**src/hdl/mov_pkg.sv**
```systemverilog
// Shared widths, codes and constants for the modulated oscillator voice.
package mov_pkg;

  localparam int MUL_W  = 34;
  localparam int PROD_W = 2 * MUL_W;

  localparam int VAL_W      = 16;
  localparam int MODE_W     = 4;
  localparam int ACC_W      = 24;
  localparam int GAIN_W     = 26;
  localparam int BASE_W     = 31;
  localparam int CFG_IDX_W  = 2;
  localparam int CFG_DATA_W = 31;

  typedef logic [CFG_IDX_W-1:0] cfg_idx_t;
  localparam cfg_idx_t CFG_WAVE = 2'd0;
  localparam cfg_idx_t CFG_BASE = 2'd1;

  typedef logic [1:0] wave_t;
  localparam wave_t WAVE_SINE     = 2'd0;
  localparam wave_t WAVE_TRIANGLE = 2'd1;
  localparam wave_t WAVE_RAMP     = 2'd2;
  localparam wave_t WAVE_SQUARE   = 2'd3;

  typedef logic [MODE_W-1:0] mode_t;
  localparam mode_t MODE_FM_EXP    = 4'd0;
  localparam mode_t MODE_FM_AC     = 4'd1;
  localparam mode_t MODE_FM_LIN    = 4'd2;
  localparam mode_t MODE_FM_TZ     = 4'd3;
  localparam mode_t MODE_PM        = 4'd4;
  localparam mode_t MODE_AM        = 4'd5;
  localparam mode_t MODE_AM_OFFSET = 4'd6;
  localparam mode_t MODE_AM_RECT   = 4'd7;
  localparam mode_t MODE_RING      = 4'd8;

  localparam logic [BASE_W-1:0]        BASE_RESET = 31'd85701343;
  localparam logic signed [MUL_W-1:0]  DC_K       = 34'sd2517;
  localparam logic signed [MUL_W-1:0]  ONE_Q29    = 34'sd536870912;
  localparam logic signed [GAIN_W-1:0] GAIN_ONE   = 26'sd1048576;
  localparam logic signed [29:0]       GAIN_LIM   = 30'sd16777216;
  localparam logic signed [ACC_W-1:0]  EXP_LIM    = 24'sd524288;
  localparam logic signed [41:0]       NYQ_INC    = 42'sd2061584302;
  localparam logic signed [47:0]       OUT_LIM    = 48'sd16384;

endpackage

```
**src/hdl/mov_mul.sv**
```systemverilog
// Shared signed multiplier with registered product.
module mov_mul import mov_pkg::*; (
  input  logic                     clk,
  input  logic signed [MUL_W-1:0]  a,
  input  logic signed [MUL_W-1:0]  b,
  output logic signed [PROD_W-1:0] p
);

  always_ff @(posedge clk) begin
    p <= a * b;
  end

endmodule

```
**config.mk**
```make
export PLATFORM = sky130hd
export DESIGN_NAME = mov_mul
export DESIGN_NICKNAME = d
export VERILOG_FILES = /design/src/hdl/mov_pkg.sv /design/src/hdl/mov_mul.sv
export SDC_FILE = /design/constraint.sdc
export NUM_CORES = 2
export LEC_CHECK = 0
export ABC_AREA = 0
export BUFFER_PORTS_ARGS = -buffer_cell sky130_fd_sc_hd__buf_2
export CAP_MARGIN = 20
export CORE_ASPECT_RATIO = 0.8
export CORE_MARGIN = 3
export CORE_UTILIZATION = 70
export CTS_CLUSTER_SIZE = 16
export DETAILED_ROUTE_END_ITERATION = 16
export GPL_TIMING_DRIVEN = 0
export PLACE_DENSITY_LB_ADDON = 0.1
export REMOVE_ABC_BUFFERS = 1
export SYNTH_ARGS = -nofsm -noshare
export SYNTH_HDL_FRONTEND = slang
export SYNTH_SLANG_ARGS = --single-unit
```
**constraint.sdc**
```tcl
create_clock -name clk -period 17.4 [get_ports clk]
set_input_delay 5.22 -clock clk [delete_from_list [all_inputs] [get_ports clk]]
set_output_delay 5.22 -clock clk [all_outputs]
set_load 0.005 [all_outputs]
```
==> out/qor.txt <==
first drt pass iteration count -> 6
largest net degree at the start of global routing -> 35
initial antenna violation count -> 2
Largest regs -> p x68
CP Max Fanout -> 34
post-synth cell types -> 69
htree depth -> 3
vias in the first global route -> 34004
Initial Util -> 71.4%
Post-synth ARST share -> 0%
GRT Total Usage -> 38.9%
via count -> 30593
Biggest register -> p
gpl congestion -> 0.961
Synth area leaders -> fa_1 (58%), inv_1 (11%), and2_1 (9.0%)
Worst Slack Setup Final -> 3.57 ns
CTS Hold Bufs -> 0
commonest cells in the netlist -> fa_1 (1241), inv_1 (1231), and2_1 (621)
most frequent cell after synthesis -> fa_1
Die Y -> 228 µm
Max Slew Vio Count -> 0
CTS resizes -> 0
CP Capture Type -> flop
Area Overhead vs Synth -> 2.85%
post-layout min period -> 13.83 ns
Post-Route Setup TNS -> 0 ns
die width -> 283 µm
# rows -> 80
Worst Setup SP -> a[33]
clk slew on worst S/H paths -> 0.07 ns
achievable frequency -> 72.3 MHz
period utilization -> 79.5%
core area -> 0.0603 mm²
post-DP HPWL -> 86300 µm
status -> finished clean
final setup vio count -> 0
DRC viols -> 0
number of synthesized flops with an enable pin -> 0
max reg flops -> 68
# IOs -> 137
Slew headroom -> 20.4%
die area -> 0.0645 mm²
Max clock buf depth -> 2
RSZ-0062 raised after global routing -> false
Post-Syn Area per Cell -> 9.45 µm²
vias per inst -> 5.77
CP arrival -> 14.15 ns
Worst Setup Path Type -> in2reg
root buf cell -> clkbuf_16
Antenna Nets Post-Route -> 0
total CTS buffers -> 9
CP required -> 17.72 ns
Fill cells -> 4557
Setup crit end -> p[66]
TritonCTS clock tree -> yes
number of synthesized register bits -> 68
WL/cell -> 22.1 µm
placed insts -> 5285
Synth area leader -> fa_1
max_cap viols -> 0
CTS sink count -> 68
ys flop type -> dfxtp_1
Initial DRC Count -> 2905
endpoints failing hold -> 0
pre-CTS setup slack -> 3.01 ns
Mapped Area -> 0.0430 mm²
GR Overflow Total -> 0
worst hold path class -> in2reg
layout cells sized above 1 -> 4.24%
Post-CTS Setup Inserts -> 0
crit path launch type -> input port
PortBufs -> 136
nets -> 5991
final wirelength -> 117000 µm
Synth warnings -> 0
Tightest Pin Transition -> 1.19 ns
first-pass GRT wire length -> 191000 µm
sequential share of the synthesized area -> 3.16%
top cell type's share of synthesized area -> 57.7%
Final Non-Filler Cells -> 5304
synthesized instance count -> 4554
HP Start -> b[0]
## metrics by stage
step / hold WS [ns] / instance area, µm² / utilization, %
after global routing: 5.55 / 44200 / 73.4
after CTS: 5.51 / 44200 / 73.4
final: 5.55 / 44300 / 73.4
after detailed placement: 5.60 / 43900 / 72.9
after global placement: 5.60 / 43800 / 72.7
after floorplan: 5.34 / 42100 / -
## worst min-delay path by stage
| stage | to | slack [ns] | depth (start not counted) |
|---|---|---|---|
| global route | p[0] | 5.55 | 2 |
| floorplan | p[0] | 5.34 | 1 |
| global placement | p[26] | 5.60 | 1 |
| CTS | p[0] | 5.51 | 2 |
| detailed placement | p[2] | 5.60 | 1 |
| finish | p[0] | 5.55 | 2 |
## logic make-up after synthesis
| logic type | Yosys count | synth area share [%] |
|---|---|---|
| AO/OA/AOI/OAI | 206 | 3.35 |
| AND/OR/NAND/NOR | 1296 | 15.4 |
| flip-flops | 68 | 3.16 |
| adder cells (fa/ha/maj) | 1445 | 63.7 |
| buffers and inverters | 1460 | 12.8 |
| XOR/XNOR | 79 | 1.61 |
## area by class of cell
type	instances	area (µm²)	share of cell area (%)
Clock inverter	7	82.6	0.187
Sequential cell	68	1360	3.08
Clock buffer	9	225	0.509
Inverter	1232	4620	10.4
Tap cell	820	1030	2.32
Timing Repair Buffer	140	783	1.77
Multi-Input combinational cell	3026	36100	81.7
Antenna cell	2	5.00	0.0113
## placed cells by master (no fill, tap or decap), types with 6 or more instances in the layout
master and instances:
a21oi_1 61, dfxtp_1 68, a21o_1 37, clkbuf_16 9, fa_1 1240, nor2b_1 9, buf_2 136, o21bai_1 12
and2_1 621, nand3_1 11, nand2_1 542, o21ai_0 31, inv_1 1231, o21ai_1 7, nand4_1 11, xor2_1 23
nor2_1 54, ha_1 203, a211oi_1 6, a31oi_1 7, nand2b_1 20, xnor2_1 56
## layer usage
layer	track usage (%)	part of all wire (%)
met1	55.6	39
met4	12.3	3.5
met3	15.0	15
met2	55.6	42
met5	0	0.0085
## worst max-delay path: stages
cell      delay, ns
buf_2          0.74
nand2_1        0.30
fa_1           0.70
fa_1           0.94
fa_1           0.52
inv_1          0.09
fa_1           0.45
fa_1           0.59
fa_1           0.46
fa_1           0.52
inv_1          0.05
fa_1           0.48
inv_1          0.04
ha_1           0.36
a21oi_1        0.35
o21a_1         0.20
o21ai_0        0.22
a221oi_1       0.64
o41ai_1        0.26
a31oi_4        0.31
o31ai_4        0.17
a221oi_2       0.35
xnor2_1        0.15
Power is not shown: default switching activity piles up to over one toggle a cycle in this logic, so the estimate is an artifact.
